==> src/rtl/cdq_pkg.sv <==
// cdq_pkg: shared constants and codes for the circular deque unit.
// Used by circular_deque_unit and cdq_ring_ram; depends on nothing.
`default_nettype none

package cdq_pkg;

   localparam int DepthDefault    = 128;
   localparam int WordBitsDefault = 32;

   localparam int ModeBits      = 3;
   localparam int ValueBits     = 32;
   localparam int StatusBits    = 2;
   localparam int OccupancyBits = 8;

   typedef enum logic [ModeBits-1:0] {
      MODE_PUSH_FRONT = 3'd0,
      MODE_PUSH_BACK  = 3'd1,
      MODE_POP_FRONT  = 3'd2,
      MODE_POP_BACK   = 3'd3,
      MODE_PEEK       = 3'd4
   } mode_type;

   typedef enum logic [StatusBits-1:0] {
      STATUS_DONE      = 2'd0,
      STATUS_OVERFLOW  = 2'd1,
      STATUS_UNDERFLOW = 2'd2
   } status_type;

endpackage

`default_nettype wire

==> src/rtl/circular_deque_unit.sv <==
// circular_deque_unit: double-ended queue over a ring store, top level.
// Depends on cdq_pkg and cdq_ring_ram.
//
//   channel   ports                          handshake
//   --------  -----------------------------  -------------------------------
//   request   req_mode, req_value            accepted when start && !busy
//   response  rsp_status, rsp_front_value,   one cycle, marked by rsp_valid
//             rsp_back_value, rsp_is_empty,
//             rsp_is_full, rsp_occupancy
//
// One item per cycle: indices and count update at the accept edge, the push
// word is written and both end words are read in that same edge through the
// RAM's two read ports, with write-to-read forwarding. The response appears
// in the cycle after accept. Reset is synchronous and clears indices and
// count; busy is high for the cycle after reset. The receiver cannot stall.
`default_nettype none

module circular_deque_unit #(
   parameter int DEPTH     = cdq_pkg::DepthDefault,
   parameter int WORD_BITS = cdq_pkg::WordBitsDefault
) (
   input  wire logic                                clock,
   input  wire logic                                reset,
   input  wire logic                                start,
   output logic                                     busy,
   input  wire logic [cdq_pkg::ModeBits-1:0]        req_mode,
   input  wire logic signed [cdq_pkg::ValueBits-1:0] req_value,
   output logic                                     rsp_valid,
   output logic      [cdq_pkg::StatusBits-1:0]      rsp_status,
   output logic signed [cdq_pkg::ValueBits-1:0]     rsp_front_value,
   output logic signed [cdq_pkg::ValueBits-1:0]     rsp_back_value,
   output logic                                     rsp_is_empty,
   output logic                                     rsp_is_full,
   output logic      [cdq_pkg::OccupancyBits-1:0]   rsp_occupancy
);

   localparam int IdxBits   = $clog2(DEPTH);
   localparam int CountBits = $clog2(DEPTH + 1);
   localparam int OutBits   = (WORD_BITS < cdq_pkg::ValueBits) ? WORD_BITS
                                                               : cdq_pkg::ValueBits;
   localparam logic [IdxBits-1:0]   LastIdx   = IdxBits'(DEPTH - 1);
   localparam logic [CountBits-1:0] FullCount = CountBits'(DEPTH);

   logic [IdxBits-1:0]   head_ff, head_in;
   logic [IdxBits-1:0]   tail_ff, tail_in;
   logic [CountBits-1:0] count_ff, count_in;
   cdq_pkg::status_type  status_ff, status_in;
   logic                 valid_ff;
   logic                 busy_ff;

   logic                 accept;
   logic                 wr_en;
   logic [IdxBits-1:0]   wr_addr;
   logic [IdxBits-1:0]   back_addr;
   logic [IdxBits-1:0]   head_inc, head_dec, tail_inc, tail_dec;
   logic                 is_full_now, is_empty_now;
   logic [WORD_BITS-1:0] wr_word;
   logic [WORD_BITS-1:0] front_word, back_word;

   assign accept       = start && !busy_ff;
   assign is_full_now  = (count_ff == FullCount);
   assign is_empty_now = (count_ff == '0);

   assign head_inc = (head_ff == LastIdx) ? '0 : head_ff + 1'b1;
   assign head_dec = (head_ff == '0) ? LastIdx : head_ff - 1'b1;
   assign tail_inc = (tail_ff == LastIdx) ? '0 : tail_ff + 1'b1;
   assign tail_dec = (tail_ff == '0) ? LastIdx : tail_ff - 1'b1;

   assign wr_word = WORD_BITS'($unsigned(req_value));

   always_comb begin
      head_in   = head_ff;
      tail_in   = tail_ff;
      count_in  = count_ff;
      status_in = cdq_pkg::STATUS_DONE;
      wr_en     = 1'b0;
      wr_addr   = tail_ff;
      if (accept) begin
         case (req_mode)
            cdq_pkg::MODE_PUSH_FRONT: begin
               if (is_full_now) begin
                  status_in = cdq_pkg::STATUS_OVERFLOW;
               end else begin
                  head_in  = head_dec;
                  wr_en    = 1'b1;
                  wr_addr  = head_dec;
                  count_in = count_ff + 1'b1;
               end
            end
            cdq_pkg::MODE_PUSH_BACK: begin
               if (is_full_now) begin
                  status_in = cdq_pkg::STATUS_OVERFLOW;
               end else begin
                  tail_in  = tail_inc;
                  wr_en    = 1'b1;
                  wr_addr  = tail_ff;
                  count_in = count_ff + 1'b1;
               end
            end
            cdq_pkg::MODE_POP_FRONT: begin
               if (is_empty_now) begin
                  status_in = cdq_pkg::STATUS_UNDERFLOW;
               end else begin
                  head_in  = head_inc;
                  count_in = count_ff - 1'b1;
               end
            end
            cdq_pkg::MODE_POP_BACK: begin
               if (is_empty_now) begin
                  status_in = cdq_pkg::STATUS_UNDERFLOW;
               end else begin
                  tail_in  = tail_dec;
                  count_in = count_ff - 1'b1;
               end
            end
            default: begin
               // peek and unused codes: leave state alone
            end
         endcase
      end
   end

   // back word sits one slot before the new tail
   assign back_addr = (tail_in == '0) ? LastIdx : tail_in - 1'b1;

   always_ff @(posedge clock) begin
      if (reset) begin
         head_ff   <= '0;
         tail_ff   <= '0;
         count_ff  <= '0;
         status_ff <= cdq_pkg::STATUS_DONE;
         valid_ff  <= 1'b0;
         busy_ff   <= 1'b1;
      end else begin
         head_ff   <= head_in;
         tail_ff   <= tail_in;
         count_ff  <= count_in;
         status_ff <= status_in;
         valid_ff  <= accept;
         busy_ff   <= 1'b0;
      end
   end

   cdq_ring_ram #(
      .DEPTH     (DEPTH),
      .WORD_BITS (WORD_BITS)
   ) u_ring (
      .clock     (clock),
      .wr_en     (wr_en),
      .wr_addr   (wr_addr),
      .wr_data   (wr_word),
      .rd_a_addr (head_in),
      .rd_b_addr (back_addr),
      .rd_a_data (front_word),
      .rd_b_data (back_word)
   );

   assign busy            = busy_ff;
   assign rsp_valid       = valid_ff;
   assign rsp_status      = status_ff;
   assign rsp_is_empty    = is_empty_now;
   assign rsp_is_full     = is_full_now;
   assign rsp_occupancy   = cdq_pkg::OccupancyBits'(count_ff);
   assign rsp_front_value = is_empty_now ? '1
                          : cdq_pkg::ValueBits'(front_word[OutBits-1:0]);
   assign rsp_back_value  = is_empty_now ? '1
                          : cdq_pkg::ValueBits'(back_word[OutBits-1:0]);

endmodule

`default_nettype wire

==> src/rtl/cdq_ring_ram.sv <==
// cdq_ring_ram: ring store with one write port and two registered read ports.
// A read at the address being written returns the new word. Uses cdq_pkg defaults.
`default_nettype none

module cdq_ring_ram #(
   parameter int DEPTH     = cdq_pkg::DepthDefault,
   parameter int WORD_BITS = cdq_pkg::WordBitsDefault,
   localparam int IdxBits  = $clog2(DEPTH)
) (
   input  wire logic                 clock,
   input  wire logic                 wr_en,
   input  wire logic [IdxBits-1:0]   wr_addr,
   input  wire logic [WORD_BITS-1:0] wr_data,
   input  wire logic [IdxBits-1:0]   rd_a_addr,
   input  wire logic [IdxBits-1:0]   rd_b_addr,
   output logic      [WORD_BITS-1:0] rd_a_data,
   output logic      [WORD_BITS-1:0] rd_b_data
);

   logic [WORD_BITS-1:0] mem [DEPTH];
   logic [WORD_BITS-1:0] rd_a_ff;
   logic [WORD_BITS-1:0] rd_b_ff;

   always_ff @(posedge clock) begin
      if (wr_en) begin
         mem[wr_addr] <= wr_data;
      end
   end

   // forward the word written in the same cycle
   always_ff @(posedge clock) begin
      if (wr_en && (wr_addr == rd_a_addr)) begin
         rd_a_ff <= wr_data;
      end else begin
         rd_a_ff <= mem[rd_a_addr];
      end
      if (wr_en && (wr_addr == rd_b_addr)) begin
         rd_b_ff <= wr_data;
      end else begin
         rd_b_ff <= mem[rd_b_addr];
      end
   end

   assign rd_a_data = rd_a_ff;
   assign rd_b_data = rd_b_ff;

endmodule

`default_nettype wire
==> config.mk <==
export PLATFORM = sky130hd
export DESIGN_NAME = circular_deque_unit
export DESIGN_NICKNAME = d
export VERILOG_FILES = /design/src/rtl/cdq_pkg.sv /design/src/rtl/circular_deque_unit.sv /design/src/rtl/cdq_ring_ram.sv
export SDC_FILE = /design/constraint.sdc
export NUM_CORES = 2
export LEC_CHECK = 0
export BUFFER_PORTS_ARGS = -buffer_cell sky130_fd_sc_hd__buf_2
export CAP_MARGIN = 20
export CORE_MARGIN = 5
export CORE_UTILIZATION = 23
export CTS_CLUSTER_DIAMETER = 40
export DETAILED_ROUTE_END_ITERATION = 10
export GPL_ROUTABILITY_DRIVEN = 0
export PLACE_DENSITY_LB_ADDON = 0.3
export SLEW_MARGIN = 20
export SYNTH_ARGS = -nofsm -noshare
export SYNTH_HDL_FRONTEND = slang
export SYNTH_SLANG_ARGS = --single-unit
==> constraint.sdc <==
create_clock -name clock -period 5 [get_ports clock]
set_input_delay 0.5 -clock clock [delete_from_list [all_inputs] [get_ports clock]]
set_output_delay 0.5 -clock clock [all_outputs]
set_load 0.005 [all_outputs]
### Word level (Yosys, flattened, before mapping)

Memory sizes are Yosys's and may differ from the RTL's. A register that Yosys moved wholly into a read port is not among the register bits.
Index checks and enable logic that the tools add are counted.

| word-level totals | value |
|---|---|
| register bits | 26 |
| bits in writable memories | 4096 |
| output and inout port bits | 78 |
| logic and storage cells | 65 |
| memories kept | 1 |

| operators by class | value |
|---|---|
| bitwise operators | 1 |
| add/subtract/negate cells | 7 |
| reduce and logical (&&, ||, !) cells | 12 |
| mux-type cells | 30 |
| equal/unequal tests | 8 |

Memories:

| memory | words | width | read ports | clocked after memory_dff | wr ports | line | text |
|---|---|---|---|---|---|---|---|
| u_ring.mem | 128 | 32 | 2 | 2 | 1 | cdq_ring_ram.sv:20 | `logic [WORD_BITS-1:0] mem [DEPTH];` |

Operators by type and width:

| cell | count |
|---|---|
| 7-bit two-way mux | 14 |
| 32-bit two-way mux | 2 |
| 7-bit case mux with 2 select lines | 2 |
| 7-bit logical NOT | 3 |
| 7-bit by 1-bit subtractor with 7-bit output (second input constant) | 3 |
| 8-bit two-way mux | 2 |
| 8-bit case mux with 2 select lines | 1 |
| 7-bit by 1-bit adder with 7-bit output (second input constant) | 2 |
| 7-bit equality test (second input constant) | 2 |
| 8-bit by 1-bit adder with 8-bit output (second input constant) | 1 |
| 8-bit equality test (second input constant) | 1 |
| 8-bit logical NOT | 1 |
| 8-bit by 1-bit subtractor with 8-bit output (second input constant) | 1 |
| 1-bit two-way mux | 7 |
| 3-bit by 2-bit equality test with 1-bit output (second input constant) | 2 |
| 2-bit OR reduction | 3 |
| 2-bit != test (second input constant) | 2 |
| 2-bit case mux with 2 select lines | 1 |
| 4-bit AND reduction | 1 |
| 3-bit by 1-bit equality test with 1-bit output (second input constant) | 1 |
| 3-bit logical NOT | 1 |
| 2-bit two-way mux | 1 |
| 2-bit nonzero test | 1 |
| 1-bit logical AND | 1 |
| other kinds (2) | 2 |

### Logic depth before layout (Yosys ltp)

| logic depth | value |
|---|---|
| word-level depth | 7 |
| gate-level depth with buffers | 11 |
| mapped depth without buffers | 10 |

### Hierarchy

From an unflattened synthesis, not the netlist that was laid out.

| second synthesis, totals | value |
|---|---|
| cells, all modules | 8011 |
| area total of the unflattened synthesis | 190481.4 um2 |

By module, submodules not included:

| module | seq. area each (um2) | area an instance (um2) | cells an instance | instances |
|---|---|---|---|---|
| cdq_ring_ram | 123278.2 | 187765.1 | 7651 | 1 |
| circular_deque_unit | 520.5 | 2716.4 | 360 | 1 |

### Least setup slack after synthesis

OpenSTA, ideal clock, no wires.

| timing path | value |
|---|---|
| path type | input port to flip-flop |
| start point | in req_mode[0] in the netlist's numbering |
| end point | mem u_ring.mem[34][0] in the netlist's numbering, enable pin |
| setup time | 0.421 ns |
| path buffers | 3 |
| setup slack | 0.854 ns |
| stages | 9 |
| data arrival time | 3.725 ns |
| required time | 4.579 ns |
| cell sequence | buf_2 -> or4b_4 -> a311oi_4 -> buf_2 -> a31oi_1 -> nor2_1 -> nand2_1 -> buf_2 -> nor2_1 |

| on the way | value |
|---|---|
| word-level cells in the longest chain between the ends | 6 |
| elaborated cells between the ends (all ways) | 9 |
| classes of those cells | 1 x eq/ne; 6 x mux; 2 x reduce/logical |

RTL lines:

| what | line | text |
|---|---|---|
| from (decl) | circular_deque_unit.sv:26 | `input wire logic [cdq_pkg::ModeBits-1:0] req_mode,` |
| 3-bit by 1-bit equality test with 1-bit output or 3-bit logical NOT (tied branches) | circular_deque_unit.sv:79 | `case (req_mode)` |
| 2-bit OR reduction (no source line) | -- |  |
| 1-bit two-way mux | -- |  |
| 1-bit two-way mux | circular_deque_unit.sv:78 | `if (accept) begin` |
| 1-bit two-way mux | cdq_ring_ram.sv:25 | `if (wr_en) begin` |
| 1-bit two-way mux (implied by the code) | cdq_ring_ram.sv:26 | `mem[wr_addr] <= wr_data;` |
| to (decl) | cdq_ring_ram.sv:20 |  |

Parallel ways exist; a longest one is shown, timed or not.

==> run_results.csv <==
group,metric,value,unit
timing,min_period,5.05,ns
clock_network,clock_sinks,4136,
power,p_leak,70.6,nW
floorplan,core_area,827000,um2
floorplan,dieHeight,921,um
global_route,grt_first_pass_wirelength,913000,um
yosys,syn_nets,8316,
finish,layout.area.seq,124000,um2
yosys,postSynthRegisterBits,4136,
floorplan,start_util,23.1,%
worst_setup_path,slowest_delay,0.54,ns
global_route,grt.total_usage,15.3,%
yosys,avgSynthCellArea,23.1,um2
power,p_per_area,358,nW/um2
hold_path,worstHoldPathType,"in2reg",
placed_design,preCtsSetupSlack,0.183,ns
timing,fin_crit_sh,101,%
yosys,syn_area,191000,um2
routing,wirelength,674000,um
clock_network,clk_latency,1.09,ns
timing,hold_violations,0,
clock_network,cts_buffer_depth,4,
yosys,ys_seq_area_share,64.9,%
routing,wl_per_cell,33.0,um
outcome,status,"finished with violations",
power,power_frac_comb,4.3,%
finish,mostFrequentLayoutCells,"edfxtp_1 (4096), mux4_2 (2560), clkbuf_16 (603), buf_4 (357), mux2_2 (244)",
global_route,met2_usage,24.7,%
clock_network,cts_tree,"done",
floorplan,pin_count,116,
timing,fin_ws,-0.0538,ns
flow_run,cap_violations,0,
routing,drt_iter0_markers,13400,
global_route,top_usage_layer,"met2",
power,power_frac_seq,45.7,%
finish,nFillCells,80500,
worst_setup_path,path_cells,"buf_12, buf_16, buf_16, buf_12, mux4_2, mux4_2, mux2_2, o22ai_1, buf_4, nor2_1, buf_2",
placed_design,portBuffers,115,
global_route,overflow,0,
timing,fmax,0.198,GHz
timing,setup_viol,2,
worst_setup_path,endpoint_kind,"output pin",
worst_setup_path,worst_ep_arrival_time,4.55,ns
power,sw_frac_of_total,22.3,%
power,p_int,65.0,mW
timing,worstMarginPinSlew,1.28,ns
power,clkPwrFrac,50.1,%
routing,via_per_inst,5.06,
global_route,grt_util_met1,19.9,%
global_route,grt_max_degree,129,
routing,drtPass1Iterations,8,
clock_network,htree_levels,6,
timing,clock_skew,0.0356,ns
placed_design,place_hpwl,412000,um
yosys,async_flop_share,0,%
global_route,grt_util_met3,4.38,%
finish,drive_gt1_share,50.4,%
yosys,synth_edf_count,4096,
timing,slew_headroom,14.6,%
global_route,grt_pass1_vias,108000,
worst_setup_path,cp.required,4.50,ns
finish,final_cell_count_no_fill,20400,
yosys,ys.flop_type,"edfxtp_1",
floorplan,die_x,921,um
finish,nets,9065,
power,peakVddDrop,389,uV
clock_network,cts-buffers-inserted,576,
finish,final_common_cell,"edfxtp_1",
timing,rsz0062_at_grt,"yes",
power,power_switching,18.6,mW
routing,vias,103000,
yosys,ys_types,75,
routing,drtAntennaViolNets,0,
global_route,grt_antenna_before_repair,65,
finish,multi_input_area,65500,um2
worst_setup_path,cp-start-kind,"register",
worst_setup_path,worst-path-max-fanout,21,
finish,synthToLayoutAreaGrowth,22.2,%
floorplan,rows,334,
routing,drc,0,
placed_design,dpl.cell_count,19300,
timing,report.final.slew_viol_count,0,
worst_setup_path,critPathSlowestCell,"mux4_2",
worst_setup_path,critPathKind,"reg2out",
outcome,violations,"negative setup slack",
clock_network,cts_root_buffer,"clkbuf_16",
clock_network,clk_pin_slew,0.06,ns
yosys,syn_inst,8263,
yosys,yosys_warnings,0,
floorplan,die-area,848000,um2
-- through the flow --
stage	power, mW	utilization (%)	setup TNS [ns]	hold WS (ns)	instance area (um2)
2_1_floorplan	40.3	-	0	0.528	191000
3_3_place_gp	42.2	25.5	0	0.574	211000
3_5_place_dp	42.3	25.5	0	0.591	211000
4_1_cts	84.3	28.1	-0.257	0.00822	233000
5_1_grt	86.0	28.2	-0.431	0.0158	233000
6_report	83.6	28.2	-0.0800	0.0585	233000
-- power by group through the flow --
| stage | clock network, mW | logic, mW | registers, mW |
|---|---|---|---|
| finish | 41.8 | 3.59 | 38.2 |
| global route | 44.1 | 3.71 | 38.1 |
| CTS | 42.6 | 3.54 | 38.2 |
| detailed placement | 0 | 3.40 | 38.9 |
| global placement | 0 | 3.34 | 38.9 |
| floorplan | 0 | 1.43 | 38.9 |
-- what timing repair did --
item | CTS | global route
gates resized for setup | 187 | 50
hold buffers | 14 | 2
setup endpoints to repair | 64 | 44
endpoints found under the hold margin | 341 | 21
pin swaps | 1 | 0
buffers inserted | 36 | 14
cloned | 23 | 5
-- state kept, by name (all words and copies together) (netlist names), named ones only --
name and flops:
u_ring.mem 4096, rsp_occupancy 8, head_ff 7, tail_ff 7, rsp_status 2, busy 1
rsp_valid 1
-- critical path: cells and delay by family (launching register included) --
| family | cells | cell delay [ns] |
|---|---|---|
| simple gates | 1 | 0.18 |
| buf+inv | 6 | 1.25 |
| flops | 1 | 0.39 |
| compound gates | 1 | 0.26 |
| mux | 3 | 1.31 |
-- layout make-up --
| cell class | instances | share of cell area, % |
|---|---|---|
| Multi-Input combinational cell | 3458 | 28.1 |
| Sequential cell | 4136 | 53.1 |
| Timing Repair Buffer | 825 | 4.48 |
| Clock inverter | 403 | 1.91 |
| Inverter | 15 | 0.0252 |
| Antenna cell | 24 | 0.0258 |
| Tap cell | 10900 | 5.86 |
| Clock buffer | 650 | 6.50 |
-- cells by family after synthesis --
group | count (synthesis) | synth area share [%]
DFF | 4136 | 64.9
muxes | 2823 | 31.8
buffers and inverters | 669 | 1.50
and+or+nand+nor | 383 | 0.903
AOI/OAI and AO/OA | 220 | 0.780
xor gates and xnor gates | 17 | 0.0780
adders and majority gates | 15 | 0.102
-- synthesized netlist by cell type (7+ instances only) --
| library cell | instances | area, um2 |
|---|---|---|
| nand2_1 | 55 | 206 |
| xnor2_1 | 14 | 123 |
| a31oi_1 | 12 | 75.1 |
| nor3_1 | 13 | 65.1 |
| edfxtp_1 | 4096 | 123000 |
| nor2b_1 | 10 | 62.6 |
| nor2_1 | 236 | 886 |
| o21ai_0 | 19 | 95.1 |
| inv_1 | 13 | 48.8 |
| dfxtp_1 | 40 | 801 |
| clkbuf_1 | 354 | 1330 |
| ha_1 | 14 | 175 |
| buf_1 | 82 | 308 |
| o22ai_1 | 130 | 813 |
| mux2_2 | 257 | 2890 |
| buf_2 | 195 | 976 |
| mux4_2 | 2560 | 57700 |
| buf_4 | 16 | 120 |
| nand3_1 | 13 | 65.1 |
| buf_6 | 7 | 78.8 |
| a21oi_1 | 11 | 55.1 |
| nand4_1 | 7 | 43.8 |
-- path summary, 6_finish.rpt --
| path | from | to | slack [ns] | depth (start not counted) |
|---|---|---|---|---|
| max | register | rsp_back_value[27] | -0.05 | 11 |
| max reg2reg | busy$_DFF_P_ | u_ring.mem[60][8]$_DFFE_PP_ | 0.49 | 7 |
| min reg2reg | rsp_occupancy[3]$_SDFFE_PP0P_ | rsp_occupancy[3]$_SDFFE_PP0P_ | 0.61 | 2 |
| min | req_value[13] | u_ring.mem[55][13]$_DFFE_PP_ | 0.06 | 1 |
-- metal layers --
metal	part of all wire, %	vias to the layer above	routed length (um)
li1	-	39100	-
met4	4.0	28	26900
met5	0.19	-	1300
met2	47	5518	317000
met3	9.5	1190	64300
met1	39	57500	265000
No activity file was read; power rests on OpenSTA's default activity.
